## config.mk

```make
export PLATFORM = sky130hd
export DESIGN_NAME = windowed_dark_pixel_centroid
export DESIGN_NICKNAME = d
export VERILOG_FILES = /design/src/rtl/wdpc_pkg.sv /design/src/rtl/wdpc_front.sv /design/src/rtl/wdpc_queue.sv /design/src/rtl/wdpc_back.sv /design/src/rtl/windowed_dark_pixel_centroid.sv
export VERILOG_INCLUDE_DIRS = /design/src /design/src/rtl
export SDC_FILE = /design/constraint.sdc
export NUM_CORES = 1
export LEC_CHECK = 0
export BUFFER_PORTS_ARGS = -buffer_cell sky130_fd_sc_hd__buf_2
export CORE_ASPECT_RATIO = 0.75
export CORE_MARGIN = 2
export CORE_UTILIZATION = 45
export CTS_CLUSTER_DIAMETER = 150
export CTS_CLUSTER_SIZE = 28
export DETAILED_ROUTE_END_ITERATION = 8
export GPL_TIMING_DRIVEN = 0
export HOLD_SLACK_MARGIN = 0.08
export PLACE_DENSITY_LB_ADDON = 0.08
export RECOVER_POWER = 25
export SLEW_MARGIN = 15
export SYNTH_ARGS = -nofsm -noshare
export SYNTH_HDL_FRONTEND = slang
export SYNTH_SLANG_ARGS = --single-unit
export TNS_END_PERCENT = 1
```

## constraint.sdc

```tcl
create_clock -name clk_i -period 9.25 [get_ports clk_i]
set_clock_uncertainty 0.1 [all_clocks]
set_input_delay 0.4625 -clock clk_i [delete_from_list [all_inputs] [get_ports clk_i]]
set_output_delay 0.4625 -clock clk_i [all_outputs]
set_load 0.01 [all_outputs]
```

## src/rtl/windowed_dark_pixel_centroid_macros.svh

```systemverilog
// ----------------------------------------------------------------------------
// Assertion macros for the dark pixel centroid block
// Two wrappers: one with reset gating, one checked at every edge.
// ----------------------------------------------------------------------------
`ifndef WINDOWED_DARK_PIXEL_CENTROID_MACROS_SVH
`define WINDOWED_DARK_PIXEL_CENTROID_MACROS_SVH

`ifndef SYNTHESIS
// Checked only while the reset is released.
`define WDPC_ASSERT(lbl, clk, rstn, prop, msg) \
  lbl: assert property (@(posedge clk) disable iff (!rstn) prop) else $error(msg);
// Checked at every edge, reset included.
`define WDPC_ASSERT_ALWAYS(lbl, clk, prop, msg) \
  lbl: assert property (@(posedge clk) prop) else $error(msg);
`else
`define WDPC_ASSERT(lbl, clk, rstn, prop, msg)
`define WDPC_ASSERT_ALWAYS(lbl, clk, prop, msg)
`endif

`endif

```

## src/rtl/wdpc_pkg.sv

```systemverilog
// ----------------------------------------------------------------------------
// wdpc_pkg
// Shared constants and register codes for the dark pixel centroid block.
// ----------------------------------------------------------------------------
`timescale 1ns / 1ps

package wdpc_pkg;

  localparam int unsigned COORD_BITS_DEF = 12;
  localparam int unsigned FRAC_BITS_DEF  = 8;
  localparam int unsigned QUEUE_DEPTH    = 2;
  localparam int unsigned APB_DATA_BITS  = 32;
  localparam int unsigned APB_ADDR_BITS  = 4;

  typedef enum logic [1:0] {
    REG_WIN_TOP,
    REG_WIN_BOTTOM,
    REG_WIN_LEFT,
    REG_WIN_RIGHT
  } reg_idx_e;

endpackage

```

## src/rtl/wdpc_front.sv

```systemverilog
// ----------------------------------------------------------------------------
// wdpc_front
// Pixel intake: window test, dark-pixel sums and count, per-frame snapshot.
// ----------------------------------------------------------------------------
`timescale 1ns / 1ps
`include "windowed_dark_pixel_centroid_macros.svh"

module wdpc_front import wdpc_pkg::*; #(
  parameter int unsigned COORD_BITS = COORD_BITS_DEF,
  parameter int unsigned FRAC_BITS  = FRAC_BITS_DEF,
  parameter int unsigned EntryBits  = 3 * (3 * COORD_BITS) - COORD_BITS + 1
                                      + 2 * (COORD_BITS + FRAC_BITS)
) (
  input  logic                   clk_i,
  input  logic                   rst_ni,
  input  logic                   in_valid_i,
  output logic                   in_ready_o,
  input  logic [7:0]             pixel_value_i,
  input  logic [COORD_BITS-1:0]  pixel_row_i,
  input  logic [COORD_BITS-1:0]  pixel_col_i,
  input  logic                   frame_end_i,
  input  logic [COORD_BITS:0]    win_top_i,
  input  logic [COORD_BITS:0]    win_bottom_i,
  input  logic [COORD_BITS:0]    win_left_i,
  input  logic [COORD_BITS:0]    win_right_i,
  input  logic                   full_i,
  output logic                   push_o,
  output logic [EntryBits-1:0]   push_data_o
);

  localparam int unsigned RegBits  = COORD_BITS + 1;
  localparam int unsigned SpanBits = COORD_BITS + 2;
  localparam int unsigned SumBits  = 3 * COORD_BITS;
  localparam int unsigned CntBits  = 2 * COORD_BITS + 1;
  localparam int unsigned OutBits  = COORD_BITS + FRAC_BITS;

  logic [SumBits-1:0] col_sum_q, col_sum_d, col_sum_nx;
  logic [SumBits-1:0] row_sum_q, row_sum_d, row_sum_nx;
  logic [CntBits-1:0] cnt_q, cnt_d, cnt_nx;
  logic [OutBits-1:0] mid_x, mid_y;
  logic               hit;
  logic               accept;

  // Window shrunk by one border pixel: lo+1 <= pos <= hi-2
  function automatic logic in_span(input logic [COORD_BITS-1:0] pos,
                                   input logic [RegBits-1:0]    lo,
                                   input logic [RegBits-1:0]    hi);
    logic [SpanBits-1:0] p;
    logic [SpanBits-1:0] l;
    logic [SpanBits-1:0] h;
    p = SpanBits'(pos);
    l = SpanBits'(lo);
    h = SpanBits'(hi);
    return (p >= l + SpanBits'(1)) && (p + SpanBits'(2) <= h);
  endfunction

  // Truncated midpoint in fixed point, saturated to the field
  function automatic logic [OutBits-1:0] mid_fixed(input logic [RegBits-1:0] a,
                                                   input logic [RegBits-1:0] b);
    logic [SpanBits-1:0] s;
    logic [RegBits-1:0]  half;
    s    = SpanBits'(a) + SpanBits'(b);
    half = s[SpanBits-1:1];
    if (half[COORD_BITS]) begin
      return '1;
    end
    return OutBits'(half[COORD_BITS-1:0]) << FRAC_BITS;
  endfunction

  assign in_ready_o = !full_i;
  assign accept     = in_valid_i && in_ready_o;
  assign push_o     = accept && frame_end_i;

  // Count saturates at 2^(2*COORD_BITS): the top bit marks the cap
  assign hit = (pixel_value_i == '0) && !cnt_q[CntBits-1]
               && in_span(pixel_row_i, win_top_i, win_bottom_i)
               && in_span(pixel_col_i, win_left_i, win_right_i);

  assign col_sum_nx = col_sum_q + (hit ? SumBits'(pixel_col_i) : '0);
  assign row_sum_nx = row_sum_q + (hit ? SumBits'(pixel_row_i) : '0);
  assign cnt_nx     = cnt_q + (hit ? CntBits'(1) : '0);

  assign mid_x = mid_fixed(win_left_i, win_right_i);
  assign mid_y = mid_fixed(win_top_i, win_bottom_i);

  assign push_data_o = {col_sum_nx, row_sum_nx, cnt_nx, mid_x, mid_y};

  always_comb begin
    col_sum_d = col_sum_q;
    row_sum_d = row_sum_q;
    cnt_d     = cnt_q;
    if (accept) begin
      if (frame_end_i) begin
        col_sum_d = '0;
        row_sum_d = '0;
        cnt_d     = '0;
      end else begin
        col_sum_d = col_sum_nx;
        row_sum_d = row_sum_nx;
        cnt_d     = cnt_nx;
      end
    end
  end

  always_ff @(posedge clk_i or negedge rst_ni) begin
    if (!rst_ni) begin
      col_sum_q <= '0;
      row_sum_q <= '0;
      cnt_q     <= '0;
    end else begin
      col_sum_q <= col_sum_d;
      row_sum_q <= row_sum_d;
      cnt_q     <= cnt_d;
    end
  end

  `WDPC_ASSERT(a_clear_after_frame, clk_i, rst_ni, push_o |=> (cnt_q == '0 && col_sum_q == '0 && row_sum_q == '0), "sums not cleared after frame end")
  `WDPC_ASSERT_ALWAYS(a_cnt_cap, clk_i, !rst_ni || !cnt_q[CntBits-1] || (cnt_q[CntBits-2:0] == '0), "dark count beyond cap")

endmodule

```

## src/rtl/wdpc_queue.sv

```systemverilog
// ----------------------------------------------------------------------------
// wdpc_queue
// Short FIFO of frame snapshots between the intake and the divider.
// ----------------------------------------------------------------------------
`timescale 1ns / 1ps
`include "windowed_dark_pixel_centroid_macros.svh"

module wdpc_queue import wdpc_pkg::*; #(
  parameter int unsigned Width = 32,
  parameter int unsigned Depth = QUEUE_DEPTH
) (
  input  logic             clk_i,
  input  logic             rst_ni,
  input  logic             push_i,
  input  logic [Width-1:0] push_data_i,
  output logic             full_o,
  input  logic             pop_i,
  output logic             valid_o,
  output logic [Width-1:0] data_o
);

  localparam int unsigned PtrBits = $clog2(Depth);
  localparam int unsigned CntBits = $clog2(Depth + 1);

  logic [Width-1:0]   ent_q [Depth];
  logic [PtrBits-1:0] wr_ptr_q, wr_ptr_d;
  logic [PtrBits-1:0] rd_ptr_q, rd_ptr_d;
  logic [CntBits-1:0] cnt_q, cnt_d;
  logic               do_push;
  logic               do_pop;

  assign full_o  = (cnt_q == CntBits'(Depth));
  assign valid_o = (cnt_q != '0);
  assign data_o  = ent_q[rd_ptr_q];
  assign do_push = push_i && !full_o;
  assign do_pop  = pop_i && valid_o;

  always_comb begin
    wr_ptr_d = wr_ptr_q;
    rd_ptr_d = rd_ptr_q;
    cnt_d    = cnt_q;
    if (do_push) begin
      wr_ptr_d = (wr_ptr_q == PtrBits'(Depth - 1)) ? '0 : wr_ptr_q + PtrBits'(1);
    end
    if (do_pop) begin
      rd_ptr_d = (rd_ptr_q == PtrBits'(Depth - 1)) ? '0 : rd_ptr_q + PtrBits'(1);
    end
    if (do_push && !do_pop) begin
      cnt_d = cnt_q + CntBits'(1);
    end else if (do_pop && !do_push) begin
      cnt_d = cnt_q - CntBits'(1);
    end
  end

  always_ff @(posedge clk_i) begin
    if (do_push) begin
      ent_q[wr_ptr_q] <= push_data_i;
    end
  end

  always_ff @(posedge clk_i or negedge rst_ni) begin
    if (!rst_ni) begin
      wr_ptr_q <= '0;
      rd_ptr_q <= '0;
      cnt_q    <= '0;
    end else begin
      wr_ptr_q <= wr_ptr_d;
      rd_ptr_q <= rd_ptr_d;
      cnt_q    <= cnt_d;
    end
  end

  `WDPC_ASSERT(a_no_push_full, clk_i, rst_ni, push_i |-> !full_o, "snapshot pushed into full queue")
  `WDPC_ASSERT_ALWAYS(a_cnt_range, clk_i, !rst_ni || (cnt_q <= CntBits'(Depth)), "queue fill out of range")

endmodule

```

## src/rtl/wdpc_back.sv

```systemverilog
// ----------------------------------------------------------------------------
// wdpc_back
// Per-frame result: two restoring dividers in step, one quotient bit a cycle.
// ----------------------------------------------------------------------------
`timescale 1ns / 1ps
`include "windowed_dark_pixel_centroid_macros.svh"

module wdpc_back import wdpc_pkg::*; #(
  parameter int unsigned COORD_BITS = COORD_BITS_DEF,
  parameter int unsigned FRAC_BITS  = FRAC_BITS_DEF,
  parameter int unsigned EntryBits  = 3 * (3 * COORD_BITS) - COORD_BITS + 1
                                      + 2 * (COORD_BITS + FRAC_BITS)
) (
  input  logic                    clk_i,
  input  logic                    rst_ni,
  input  logic                    q_valid_i,
  input  logic [EntryBits-1:0]    q_data_i,
  output logic                    pop_o,
  output logic                    out_valid_o,
  input  logic                    out_ready_i,
  output logic [COORD_BITS+FRAC_BITS-1:0] centroid_x_o,
  output logic [COORD_BITS+FRAC_BITS-1:0] centroid_y_o,
  output logic [2*COORD_BITS:0]   dark_count_o,
  output logic                    region_empty_o
);

  localparam int unsigned SumBits  = 3 * COORD_BITS;
  localparam int unsigned CntBits  = 2 * COORD_BITS + 1;
  localparam int unsigned RemBits  = 2 * COORD_BITS;
  localparam int unsigned QBits    = COORD_BITS + FRAC_BITS;
  localparam int unsigned StepBits = $clog2(QBits);

  typedef enum logic [1:0] {
    ST_IDLE,
    ST_DIV,
    ST_OUT
  } state_e;

  typedef struct packed {
    logic [RemBits-1:0] rem;
    logic [QBits-1:0]   sh;
  } div_t;

  state_e              state_q;
  logic [StepBits-1:0] step_q;
  logic [RemBits-1:0]  rem_x_q, rem_y_q;
  logic [QBits-1:0]    sh_x_q, sh_y_q;
  logic [CntBits-1:0]  div_q;
  logic                empty_q;
  logic                out_valid_q;

  logic [SumBits-1:0]  e_col_sum, e_row_sum;
  logic [CntBits-1:0]  e_cnt;
  logic [QBits-1:0]    e_mid_x, e_mid_y;
  div_t                nx_x, nx_y;

  assign {e_col_sum, e_row_sum, e_cnt, e_mid_x, e_mid_y} = q_data_i;

  // Shift register feeds dividend bits out at the top, quotient bits in
  // at the bottom; after QBits steps it holds the quotient.
  function automatic div_t div_step(input logic [RemBits-1:0] rem,
                                    input logic [QBits-1:0]   sh,
                                    input logic [CntBits-1:0] d);
    logic [CntBits-1:0] t;
    logic [CntBits:0]   diff;
    logic               ge;
    div_t               r;
    t     = {rem, sh[QBits-1]};
    diff  = {1'b0, t} - {1'b0, d};
    ge    = !diff[CntBits];
    r.rem = ge ? diff[RemBits-1:0] : t[RemBits-1:0];
    r.sh  = {sh[QBits-2:0], ge};
    return r;
  endfunction

  assign nx_x  = div_step(rem_x_q, sh_x_q, div_q);
  assign nx_y  = div_step(rem_y_q, sh_y_q, div_q);
  assign pop_o = (state_q == ST_IDLE) && q_valid_i;

  always_ff @(posedge clk_i or negedge rst_ni) begin
    if (!rst_ni) begin
      state_q     <= ST_IDLE;
      out_valid_q <= 1'b0;
      step_q      <= '0;
    end else begin
      unique case (state_q)
        ST_IDLE: begin
          if (q_valid_i) begin
            if (e_cnt == '0) begin
              state_q     <= ST_OUT;
              out_valid_q <= 1'b1;
            end else begin
              state_q <= ST_DIV;
              step_q  <= '0;
            end
          end
        end
        ST_DIV: begin
          step_q <= step_q + StepBits'(1);
          if (step_q == StepBits'(QBits - 1)) begin
            state_q     <= ST_OUT;
            out_valid_q <= 1'b1;
          end
        end
        ST_OUT: begin
          if (out_ready_i) begin
            state_q     <= ST_IDLE;
            out_valid_q <= 1'b0;
          end
        end
        default: begin
          state_q     <= ST_IDLE;
          out_valid_q <= 1'b0;
        end
      endcase
    end
  end

  // Datapath
  always_ff @(posedge clk_i) begin
    if (pop_o) begin
      div_q   <= e_cnt;
      empty_q <= (e_cnt == '0);
      if (e_cnt == '0) begin
        sh_x_q <= e_mid_x;
        sh_y_q <= e_mid_y;
      end else begin
        // quotient fits QBits, so the top sum bits are already below the count
        rem_x_q <= e_col_sum[SumBits-1:COORD_BITS];
        rem_y_q <= e_row_sum[SumBits-1:COORD_BITS];
        sh_x_q  <= QBits'(e_col_sum[COORD_BITS-1:0]) << FRAC_BITS;
        sh_y_q  <= QBits'(e_row_sum[COORD_BITS-1:0]) << FRAC_BITS;
      end
    end else if (state_q == ST_DIV) begin
      rem_x_q <= nx_x.rem;
      rem_y_q <= nx_y.rem;
      sh_x_q  <= nx_x.sh;
      sh_y_q  <= nx_y.sh;
    end
  end

  assign out_valid_o    = out_valid_q;
  assign centroid_x_o   = sh_x_q;
  assign centroid_y_o   = sh_y_q;
  assign dark_count_o   = div_q;
  assign region_empty_o = empty_q;

  `WDPC_ASSERT(a_rem_below_div, clk_i, rst_ni, (state_q == ST_DIV) |-> ((CntBits'(rem_x_q) < div_q) && (CntBits'(rem_y_q) < div_q)), "divider remainder not below count")
  `WDPC_ASSERT(a_empty_flag, clk_i, rst_ni, out_valid_o |-> (region_empty_o == (dark_count_o == '0)), "empty flag disagrees with count")
  `WDPC_ASSERT(a_valid_in_out, clk_i, rst_ni, out_valid_o == (state_q == ST_OUT), "result valid outside output state")
  `WDPC_ASSERT(a_div_entry, clk_i, rst_ni, ((state_q == ST_IDLE) && q_valid_i && (e_cnt != '0)) |=> ((state_q == ST_DIV) && (step_q == '0)), "divide not started on non-empty frame")

endmodule

```

## src/rtl/windowed_dark_pixel_centroid.sv

```systemverilog
// ----------------------------------------------------------------------------
// windowed_dark_pixel_centroid
// Dark-pixel centroid over a configurable window of a raster pixel stream.
// ----------------------------------------------------------------------------
// Pixels are taken one per clock: the window test and the running sums sit
// in a single intake stage, so in_ready_o stays high except while the
// two-entry snapshot queue is full, which holds off every pixel until the
// divider takes the oldest frame result. Each frame result is worked out by
// a restoring divider pair that yields one quotient bit per cycle; a frame
// with dark pixels goes from the queue through ST_DIV to out_valid_o, while an
// empty frame reaches out_valid_o in the cycle after it leaves the queue;
// either result then waits on out_ready_i. Frames shorter than the divide
// rely on the two-entry queue to absorb the backlog.
// Window registers sit at byte addresses 0, 4, 8 and 12 (top, bottom, left,
// right) and are read back unchanged; no clearing pass is needed after reset.
`timescale 1ns / 1ps

module windowed_dark_pixel_centroid import wdpc_pkg::*; #(
  parameter int unsigned COORD_BITS = COORD_BITS_DEF,
  parameter int unsigned FRAC_BITS  = FRAC_BITS_DEF
) (
  input  logic                            clk_i,
  input  logic                            rst_ni,
  input  logic                            psel,
  input  logic                            penable,
  input  logic                            pwrite,
  input  logic [APB_ADDR_BITS-1:0]        paddr,
  input  logic [APB_DATA_BITS-1:0]        pwdata,
  output logic [APB_DATA_BITS-1:0]        prdata,
  output logic                            pready,
  input  logic                            in_valid_i,
  output logic                            in_ready_o,
  input  logic [7:0]                      pixel_value_i,
  input  logic [COORD_BITS-1:0]           pixel_row_i,
  input  logic [COORD_BITS-1:0]           pixel_col_i,
  input  logic                            frame_end_i,
  output logic                            out_valid_o,
  input  logic                            out_ready_i,
  output logic [COORD_BITS+FRAC_BITS-1:0] centroid_x_o,
  output logic [COORD_BITS+FRAC_BITS-1:0] centroid_y_o,
  output logic [2*COORD_BITS:0]           dark_count_o,
  output logic                            region_empty_o
);

  localparam int unsigned RegBits   = COORD_BITS + 1;
  localparam int unsigned EntryBits = 2 * (3 * COORD_BITS) + 2 * COORD_BITS + 1
                                      + 2 * (COORD_BITS + FRAC_BITS);

  logic [RegBits-1:0]   win_top_q, win_bottom_q, win_left_q, win_right_q;
  reg_idx_e             reg_idx;
  logic                 cfg_wr;
  logic                 push;
  logic                 full;
  logic                 pop;
  logic                 q_valid;
  logic [EntryBits-1:0] push_data;
  logic [EntryBits-1:0] q_data;

  assign pready  = 1'b1;
  assign reg_idx = reg_idx_e'(paddr[3:2]);
  assign cfg_wr  = psel && penable && pwrite && pready;

  always_ff @(posedge clk_i or negedge rst_ni) begin
    if (!rst_ni) begin
      win_top_q    <= '0;
      win_bottom_q <= RegBits'(1) << COORD_BITS;
      win_left_q   <= '0;
      win_right_q  <= RegBits'(1) << COORD_BITS;
    end else if (cfg_wr) begin
      unique case (reg_idx)
        REG_WIN_TOP:    win_top_q    <= pwdata[RegBits-1:0];
        REG_WIN_BOTTOM: win_bottom_q <= pwdata[RegBits-1:0];
        REG_WIN_LEFT:   win_left_q   <= pwdata[RegBits-1:0];
        REG_WIN_RIGHT:  win_right_q  <= pwdata[RegBits-1:0];
        default: ;
      endcase
    end
  end

  always_comb begin
    unique case (reg_idx)
      REG_WIN_TOP:    prdata = APB_DATA_BITS'(win_top_q);
      REG_WIN_BOTTOM: prdata = APB_DATA_BITS'(win_bottom_q);
      REG_WIN_LEFT:   prdata = APB_DATA_BITS'(win_left_q);
      REG_WIN_RIGHT:  prdata = APB_DATA_BITS'(win_right_q);
      default:        prdata = '0;
    endcase
  end

  wdpc_front #(
    .COORD_BITS (COORD_BITS),
    .FRAC_BITS  (FRAC_BITS),
    .EntryBits  (EntryBits)
  ) u_front (
    .clk_i         (clk_i),
    .rst_ni        (rst_ni),
    .in_valid_i    (in_valid_i),
    .in_ready_o    (in_ready_o),
    .pixel_value_i (pixel_value_i),
    .pixel_row_i   (pixel_row_i),
    .pixel_col_i   (pixel_col_i),
    .frame_end_i   (frame_end_i),
    .win_top_i     (win_top_q),
    .win_bottom_i  (win_bottom_q),
    .win_left_i    (win_left_q),
    .win_right_i   (win_right_q),
    .full_i        (full),
    .push_o        (push),
    .push_data_o   (push_data)
  );

  wdpc_queue #(
    .Width (EntryBits),
    .Depth (QUEUE_DEPTH)
  ) u_queue (
    .clk_i       (clk_i),
    .rst_ni      (rst_ni),
    .push_i      (push),
    .push_data_i (push_data),
    .full_o      (full),
    .pop_i       (pop),
    .valid_o     (q_valid),
    .data_o      (q_data)
  );

  wdpc_back #(
    .COORD_BITS (COORD_BITS),
    .FRAC_BITS  (FRAC_BITS),
    .EntryBits  (EntryBits)
  ) u_back (
    .clk_i          (clk_i),
    .rst_ni         (rst_ni),
    .q_valid_i      (q_valid),
    .q_data_i       (q_data),
    .pop_o          (pop),
    .out_valid_o    (out_valid_o),
    .out_ready_i    (out_ready_i),
    .centroid_x_o   (centroid_x_o),
    .centroid_y_o   (centroid_y_o),
    .dark_count_o   (dark_count_o),
    .region_empty_o (region_empty_o)
  );

endmodule

```

==> results of run 1 <==
==> flip-flops by register name, indices dropped and copies added, names as in the netlist <==
| name | cells |
|---|---|
| u_back.region_empty_o | 1 |
| u_back.rem_y_q | 24 |
| u_front.col_sum_q | 36 |
| u_front.row_sum_q | 36 |
| u_queue.rd_ptr_q | 1 |
| u_back.centroid_x_o | 20 |
| win_right_q | 13 |
| u_queue.ent_q | 246 |
| u_back.rem_x_q | 24 |
| u_back.dark_count_o | 25 |
| u_front.cnt_q | 25 |
| win_top_q | 13 |
| u_queue.cnt_q | 2 |
| win_left_q | 13 |
| u_queue.wr_ptr_q | 1 |
| u_back.state_q | 2 |
| win_bottom_q | 13 |
| u_back.out_valid_o | 1 |
| u_back.centroid_y_o | 20 |
| u_back.step_q | 5 |
==> power by group <==
group	leakage (nW)	internal, mW	switching, mW
clock	0.304	0.464	0.748
combinational	7.12	1.52	2.55
sequential	5.62	3.19	0.383
==> critical path: stages, from the launching register on <==
cell      delay, ns
dfrtp_1        0.51
ha_1           0.25
nand4_1        0.22
nor2_1         0.21
xnor2_1        0.15
ha_1           0.27
a21o_1         0.17
a211oi_1       0.23
o21ai_0        0.14
a221oi_2       0.90
clkbuf_1       0.53
nor4_1         0.19
ha_1           0.32
a21o_1         0.11
a21oi_1        0.10
o21ai_0        0.19
a31oi_1        0.19
o21ai_0        0.47
a21oi_1        0.23
o21ai_1        0.68
nand3_1        0.18
xnor2_1        0.60
==> worst max path at each step <==
| stage | from | slack [ns] | end | cells after the start |
|---|---|---|---|---|
| 4_1_cts | win_top_q[0] | 2.14 | u_queue.ent_q[1][122] | 21 |
| 2_1_floorplan | frame_end_i | 2.04 | u_queue.ent_q[0][100] | 5 |
| 6_report | win_top_q[0] | 2.02 | u_queue.ent_q[1][122] | 21 |
| 3_5_place_dp | pixel_row_i[2] | 1.90 | u_queue.ent_q[0][122] | 25 |
| 5_1_grt | win_top_q[0] | 1.50 | u_queue.ent_q[0][122] | 21 |
| 3_3_place_gp | frame_end_i | -2.23 | u_queue.ent_q[0][87] | 5 |
==> cell type report <==
cell class | instances | area (µm²) | share of cell area [%]
plain buffers | 122 | 583 | 1.83
clock buffers | 38 | 611 | 1.92
clock inverters | 2 | 32.5 | 0.102
inverters | 103 | 387 | 1.22
multi-input cells | 1853 | 13300 | 41.8
flip-flops and latches | 521 | 14800 | 46.7
well taps | 861 | 1080 | 3.39
repair buffers | 157 | 978 | 3.08
==> placed cells by master (no fill, tap or decap), types with 10 or more instances in the layout <==
cell,n
edfxtp_1,360
nand2_1,308
nor2_1,160
dfrtp_1,159
ha_1,156
clkbuf_1,137
o21ai_0,129
inv_1,102
xnor2_1,100
a21oi_1,99
buf_2,95
nand3_1,90
mux2i_1,90
xor2_1,75
mux2_2,67
nor3_1,42
a21o_1,42
mux4_2,37
nand4_1,32
nand2b_1,32
a22o_1,29
nor2b_1,28
nor4_1,27
and3_1,26
a211oi_1,24
buf_4,24
o211ai_1,22
clkbuf_16,22
conb_1,20
nor4b_1,19
o21a_1,17
a31oi_1,16
dlygate4sd3_1,14
o21bai_1,12
or3_1,11
or2_2,10
buf_1,10
==> stage by stage <==
step | util, % | std cells | setup WS, ns | TNS, ns | total power [mW]
6_report | 50.0 | 3657 | 2.02 | 0 | 8.85
5_1_grt | 50.0 | 3657 | 1.50 | 0 | 9.38
4_1_cts | 50.1 | 3657 | 2.14 | 0 | 8.85
3_5_place_dp | 48.9 | 3603 | 1.90 | 0 | 7.63
3_3_place_gp | 48.4 | 3592 | -2.23 | -272.93 | 7.54
2_1_floorplan | - | 2599 | 2.04 | 0 | 6.20
==> routing by layer <==
layer	up-vias	share of wire (%)
li1	9840	-
met1	10500	49
met2	738	40
met3	86	8.8
met4	4	1.9
met5	-	0.035
==> logic make-up (layout without fill, tap and decap cells) <==
family / count (synthesis) / count (layout) / synth area share [%]
fa+ha+maj: 162 / 162 / 7.14
other cells: 2 / 20 / 0.0259
flops: 521 / 521 / 51.1
xor+xnor: 175 / 175 / 5.28
compound gates: 475 / 475 / 10.8
buf+inv: 225 / 422 / 3.34
simple gates: 819 / 819 / 13.4
mux: 202 / 202 / 8.89
==> reports/summary.txt, run 1 <==
Outcome: finished, violations left
Violated checks: capacitance limit, slew limit
Critical path type: reg2reg
Via count: 21200
Prevailing post-synth register cell: edfxtp_1
Seq cells post-synth: 521
PwrDens: 278 mW/mm²
Leak: 13.0 nW
Met1 Resource Use GR: 40.5%
Max Cap Viol: 3
Post-CTS Setup Inserts: 0
Clk Latency, worst-skew pair: 0.60 ns
Ant. Diodes: 0
Initial DRC Count: 2035
Critical path peak fanout: 10
Most frequent cell after synthesis: edfxtp_1
Number of antenna violations at the first check in global routing: 5
Async SR Flop Fraction: 30.9%
Routed wire length: 87.0 mm
Yosys warns: 0
CTS Hold Bufs: 14
Die H: 224 µm
Post-DP HPWL: 66.8 mm
Hold path depth: 4
Synth top area share: 37.3%
GRT Max-Usage Layer: met1
R2R Setup Slk: 2.02 ns
CTS sink count: 521
Depth of the CTS H-tree: 1
Placer Congestion: 0.952
Crit. End Element: flop
Antenna Nets Post-Route: 0
Area after DPL: 0.0311 mm²
Min Tclk post-route: 7.23 ns
Vias in the first global route: 20200
RR Endpoint: u_queue.ent_q[1][122]
I/O pin cnt: 177
Rel. slew slack: -184%
Bufs on Longest Clock Path: 3
CTS root buffer: clkbuf_16
TritonCTS Buffers: 22
Num rows: 80
Register area share after synthesis: 51.1%
Chip Width: 297 µm
GR Util met2: 35.9%
Hold Crit Class: in2reg
Netlist cell types: 81
Final Hold Fails: 0
CTS tree: done
Worst hold slack: 0.113 ns
Via density: 5.80
Worst hold endpoint: u_back.out_valid_o
Unrepaired setup endpoints after global routing: no
Number of synthesized flops with an enable pin: 360
Die area: 0.0666 mm²
Max Clk Rate: 138 MHz
Least-Margin Pin Slew: 4.26 ns
Post-Syn Area: 0.0290 mm²
Initial Util: 45.6%
Global route total overflow: 0
Clk slew on worst S/H paths: 0.12 ns
Global-route wire length before repair: 129 mm
Nets: 3018
Syn Inst Count: 2581
Avg Inst Size Synth: 11.2 µm²
Top cells by area, synth: edfxtp_1, dfrtp_1, ha_1, nand2_1, mux2i_1
Post-synth top area cell: edfxtp_1
Area Growth Syn to Fin: 9.61%
CP arrival: 7.43 ns
R2R depth: 21
Share of layout cells above drive strength 1: 10.7%
Total GRT Usage: 25.8%
R2r startpoint: win_top_q[0]
Post-CTS Resized: 0
Area of the core: 0.0637 mm²
FILL cells: 5844
Critical Path Start Type: flop
Final setup viols: 0
CP required: 9.45 ns
Hold path start: out_ready_i
Final cycle utilization of the critical path: 78.2%
Largest net degree at the start of global routing: 96
Leading cell types by count after synthesis: edfxtp_1, nand2_1, nor2_1
Final slew viol count: 111
GR met3 Demand/Resource: 6.22%
Final Cell Area: 0.0318 mm²
DRT Pass-1 Iters: 6
IO Port Bufs: 132
Wirelength per Cell: 23.8 µm
Remaining DRCs: 0
Max VDD drop: 0.127 mV
Power figures use the tool's default switching activity.
==> run 2, diff against run 1 <==
--- a/config.mk
+++ b/config.mk
@@ -6,6 +6,7 @@
 export SDC_FILE = /design/constraint.sdc
 export NUM_CORES = 1
 export LEC_CHECK = 0
+export ABC_AREA = 1
 export BUFFER_PORTS_ARGS = -buffer_cell sky130_fd_sc_hd__buf_2
 export CORE_ASPECT_RATIO = 0.75
 export CORE_MARGIN = 2
==> constraint.sdc (replaced) <==
create_clock -name clk_i -period 7 [get_ports clk_i]
set_clock_uncertainty 0.1 [all_clocks]
set_input_delay 0.35 -clock clk_i [delete_from_list [all_inputs] [get_ports clk_i]]
set_output_delay 0.35 -clock clk_i [all_outputs]
set_load 0.01 [all_outputs]
==> run 2 against run 1 <==
  * The flow still finishes with violations (capacitance limit, slew limit)
  * Sequential power increased by 35%
  * Synthesized area grew 3.0%
  * Highest routed layer unchanged
  * Critical endpoint is now u_queue.ent_q[1][56]
  * Cell count up 26%
  * Die area increased by 2.9%
  * Combinational power rose by 61%
==> reports/summary.txt, run 2 <==
Outcome: finished, violations left (unchanged)
Violated checks: capacitance limit, slew limit (unchanged)
Prevailing post-synth register cell: edfxtp_1 (unchanged)
CTS tree: done (unchanged)
Clock power frac: 12.3% (was 13.7%)
Bufs on Longest Clock Path: 3 (unchanged)
Critical Path Start Type: primary input (was flop)
Rel. slew slack: -204% (was -184%)
Post-Synth Simple-Gate Area: 24.3% (was 13.4%)
PwrDens: 396 mW/mm² (was 278 mW/mm²)
Most frequent cell after synthesis: nand2_1 (was edfxtp_1)
Antenna Nets Post-Route: 0 (unchanged)
Final Util: 50.0% (about the same)
RR Endpoint: u_queue.ent_q[1][56] (was u_queue.ent_q[1][122])
Final cycle utilization of the critical path: 83.5%
Share of layout cells above drive strength 1: 4.86% (was 10.7%)
Leading cell types by count after synthesis: nand2_1, inv_1, edfxtp_1 (was edfxtp_1, nand2_1, nor2_1)
Yosys warns: 0 (unchanged)
TritonCTS Buffers: 22 (unchanged)
Least-Margin Pin Slew: 4.55 ns (was 4.26 ns)
Unrepaired setup endpoints after global routing: no (unchanged)
Crit. End Element: flop (unchanged)
Final Cell Area: 0.0327 mm² (was 0.0318 mm²)
Max Cap Viol: 1 (was 3)
Internal: 6.96 mW (was 5.17 mW)
Crit-path max cell delay: 0.64 ns (was 0.90 ns)
Synth top area share: 36.2% (was 37.3%)
Max FFs per register: 246 (unchanged)
Top cells by area, synth: edfxtp_1, nand2_1, dfrtp_1, ha_1, inv_1 (was edfxtp_1, dfrtp_1, ha_1, nand2_1, mux2i_1)
Async SR Flop Fraction: 30.9% (unchanged)
Max VDD drop: 0.238 mV (was 0.127 mV)
Critical path type: in2reg (was reg2reg)
Mux cell area share after synthesis: 0% (was 8.89%)
Total GRT Usage: 26.8% (was 25.8%)
Hold Crit Class: in2reg (unchanged)
DRT Pass-1 Iters: 5 (was 6)
Area after DPL: 0.0320 mm² (was 0.0311 mm²)
Clk Latency, worst-skew pair: 0.59 ns (was 0.60 ns)
Post-CTS Resized: 0 (unchanged)
Area Growth Syn to Fin: 9.60% (was 9.61%)
Net Sw Frac: 46.3% (was 41.6%)
Via density: 5.29 (was 5.80)
Global-route wire length before repair: 138 mm (was 129 mm)
Seq cells post-synth: 521 (unchanged)
Worst hold endpoint: u_queue.wr_ptr_q (was u_back.out_valid_o)
Post-DP HPWL: 72.2 mm (was 66.8 mm)
CTS Hold Bufs: 15 (was 14)
Critical path peak fanout: 10 (unchanged)
DP Worst Slack: 0.808 ns (was 1.90 ns)
CP required: 7.19 ns (was 9.45 ns)
Depth of the CTS H-tree: 1 (unchanged)
Wirelength per Cell: 19.8 µm (was 23.8 µm)
I/O pin cnt: 177 (unchanged)
Min Tclk post-route: 5.84 ns
Vias in the first global route: 22200 (was 20200)
Slowest library cell on the worst path: xnor2_1 (was a221oi_2)
Overall Power: 13.0 mW (was 8.85 mW)
Post-Syn Area: 0.0299 mm² (was 0.0290 mm²)
Final slew viol count: 74 (was 111)
P_sw: 6.00 mW (was 3.68 mW)
Leak: 15.1 nW (was 13.0 nW)
Routed wire length: 91.5 mm (was 87.0 mm)
XOR/XNOR Fraction of Synth Area: 4.48% (was 5.28%)
Final setup viols: 0 (unchanged)
Logic pwr share: 50.6% (was 46.0%)
CP arrival: 6.03 ns (was 7.43 ns)
Remaining DRCs: 0 (unchanged)
CTS root buffer: clkbuf_16 (unchanged)
Syn Inst Count: 3523 (was 2581)
Placer Congestion: 0.963 (was 0.952)
Max Clk Rate: 171 MHz
R2r startpoint: win_top_q[1] (was win_top_q[0])
FILL cells: 6454 (was 5844)
Most flop-heavy register: u_queue.ent_q (unchanged)
Global route total overflow: 0 (unchanged)
Num rows: 81 (was 80)
Synth Area in Adders: 6.93% (was 7.14%)
Die area: 0.0685 mm² (was 0.0666 mm²)
Netlist cell types: 48 (was 81)
Number of synthesized flops with an enable pin: 360 (unchanged)
Fin worst setup slack: 1.16 ns (was 2.02 ns)
Post-synth top area cell: edfxtp_1 (unchanged)
R2R Setup Slk: 1.16 ns (was 2.02 ns)
Hold path start: frame_end_i (was out_ready_i)
Via count: 24400 (was 21200)
Top Registers: u_queue.ent_q x246, u_front.col_sum_q x36, u_front.row_sum_q x36 (unchanged)
Nets: 3966 (was 3018)
Synth Area in Compound Gates: 7.86% (was 10.8%)
R2R depth: 26 (was 21)
Seq pwr share: 37.1% (was 40.3%)
CTS sink count: 521 (unchanged)
Area of the core: 0.0655 mm² (was 0.0637 mm²)
Commonest non-fill, non-tap cells in the layout: nand2_1, inv_1, edfxtp_1 (was edfxtp_1, nand2_1, nor2_1)
Ant. Diodes: 0 (unchanged)
Register area share after synthesis: 49.7% (was 51.1%)
Final Hold Fails: 0 (unchanged)
Largest family of logic cells by synthesized area: simple AND/OR/NAND/NOR gates (unchanged)
Initial Util: 45.6% (about the same)
Hold path depth: 4 (unchanged)
Initial DRC Count: 2459 (was 2035)
Die H: 227 µm (was 224 µm)
Number of antenna violations at the first check in global routing: 1 (was 5)
Most common cell after layout, fill and taps aside: nand2_1 (was edfxtp_1)
Clk slew on worst S/H paths: 0.11 ns (was 0.12 ns)
Post-CTS Setup Inserts: 0 (unchanged)
IO Port Bufs: 135 (was 132)
Most Frequent Cell on Critical Path: nand3_1
Largest net degree at the start of global routing: 89 (was 96)
Chip Width: 302 µm (was 297 µm)
Avg Inst Size Synth: 8.48 µm² (was 11.2 µm²)
[run 2: cell count changes in the layout (fill, tap and decap cells not counted), sizes merged, moves of 51 or more]
cell / previous run / this run
nand2: 308 / 1188
inv: 102 / 392
nand3: 90 / 201
mux2i: 90 / 0
mux2: 75 / 0
o21ai: 137 / 188
[run 2: through the flow]
step	hold WS (ns)	setup TNS (ns)	instances
finish	0.108	0	4615
global route	0.118	0	4615
CTS	0.0915	0	4615
detailed placement	0.265	0	4560
global placement	0.360	-1019.53	4547
floorplan	-0.0456	0	3541
[run 2: layout make-up]
cell class	count	area, µm²	area share (%)
timing repair buffer	163	1050	3.20
clock inverter	2	32.5	0.0993
inverter	394	1480	4.52
clock buffer	38	611	1.86
multi-input combinational	2512	13100	40.0
buffer	114	532	1.62
tap	871	1090	3.33
sequential	521	14800	45.3
[run 2: worst max path at each step]
stage | endpoint | start | slack [ns] | cells after the start
after floorplan | u_queue.ent_q[0][100] | u_queue.cnt_q[0] | 0.06 | 7
after global placement | u_queue.ent_q[0][49] | u_queue.cnt_q[0] | -4.20 | 7
after detailed placement | u_queue.ent_q[1][56] | pixel_row_i[1] | 0.81 | 29
after CTS | u_queue.ent_q[1][56] | win_top_q[1] | 1.37 | 26
after global routing | u_queue.ent_q[0][56] | pixel_row_i[1] | 0.85 | 29
final | u_queue.ent_q[1][56] | pixel_row_i[1] | 1.16 | 29
[run 2: layer usage]
| metal | up-vias | part of all wire, % | GRT usage (%) |
|---|---|---|---|
| li1 | 12000 | - | - |
| met1 | 11500 | 51 | 44.2 |
| met2 | 853 | 37 | 35.1 |
| met3 | 48 | 10 | 7.26 |
| met4 | 2 | 1.2 | 3.16 |
| met5 | - | 0.0077 | 0 |
[run 2: power groups by stage]
stage / registers (mW) / logic [mW] / clock network (mW)
floorplan: 4.83 / 4.22 / 0
global placement: 4.96 / 6.36 / 0
detailed placement: 4.86 / 6.48 / 0
CTS: 4.79 / 6.52 / 1.63
global route: 4.87 / 7.38 / 1.73
finish: 4.81 / 6.55 / 1.60
[run 2: worst max-delay path, delay by kind of cell]
| kind | cells | cell delay [ns] |
|---|---|---|
| AND/OR/NAND/NOR | 17 | 3.18 |
| adder cells (fa/ha/maj) | 3 | 0.77 |
| XOR/XNOR | 2 | 0.82 |
| buffers and inverters | 7 | 0.90 |
[run 2: cells by family (layout without fill, tap and decap cells)]
kind of cell,Yosys count,in the layout
simple gates,1765,1765
flops,521,521
compound gates,412,412
other cells,2,20
buf+inv,508,711
xor+xnor,153,153
fa+ha+maj,162,162
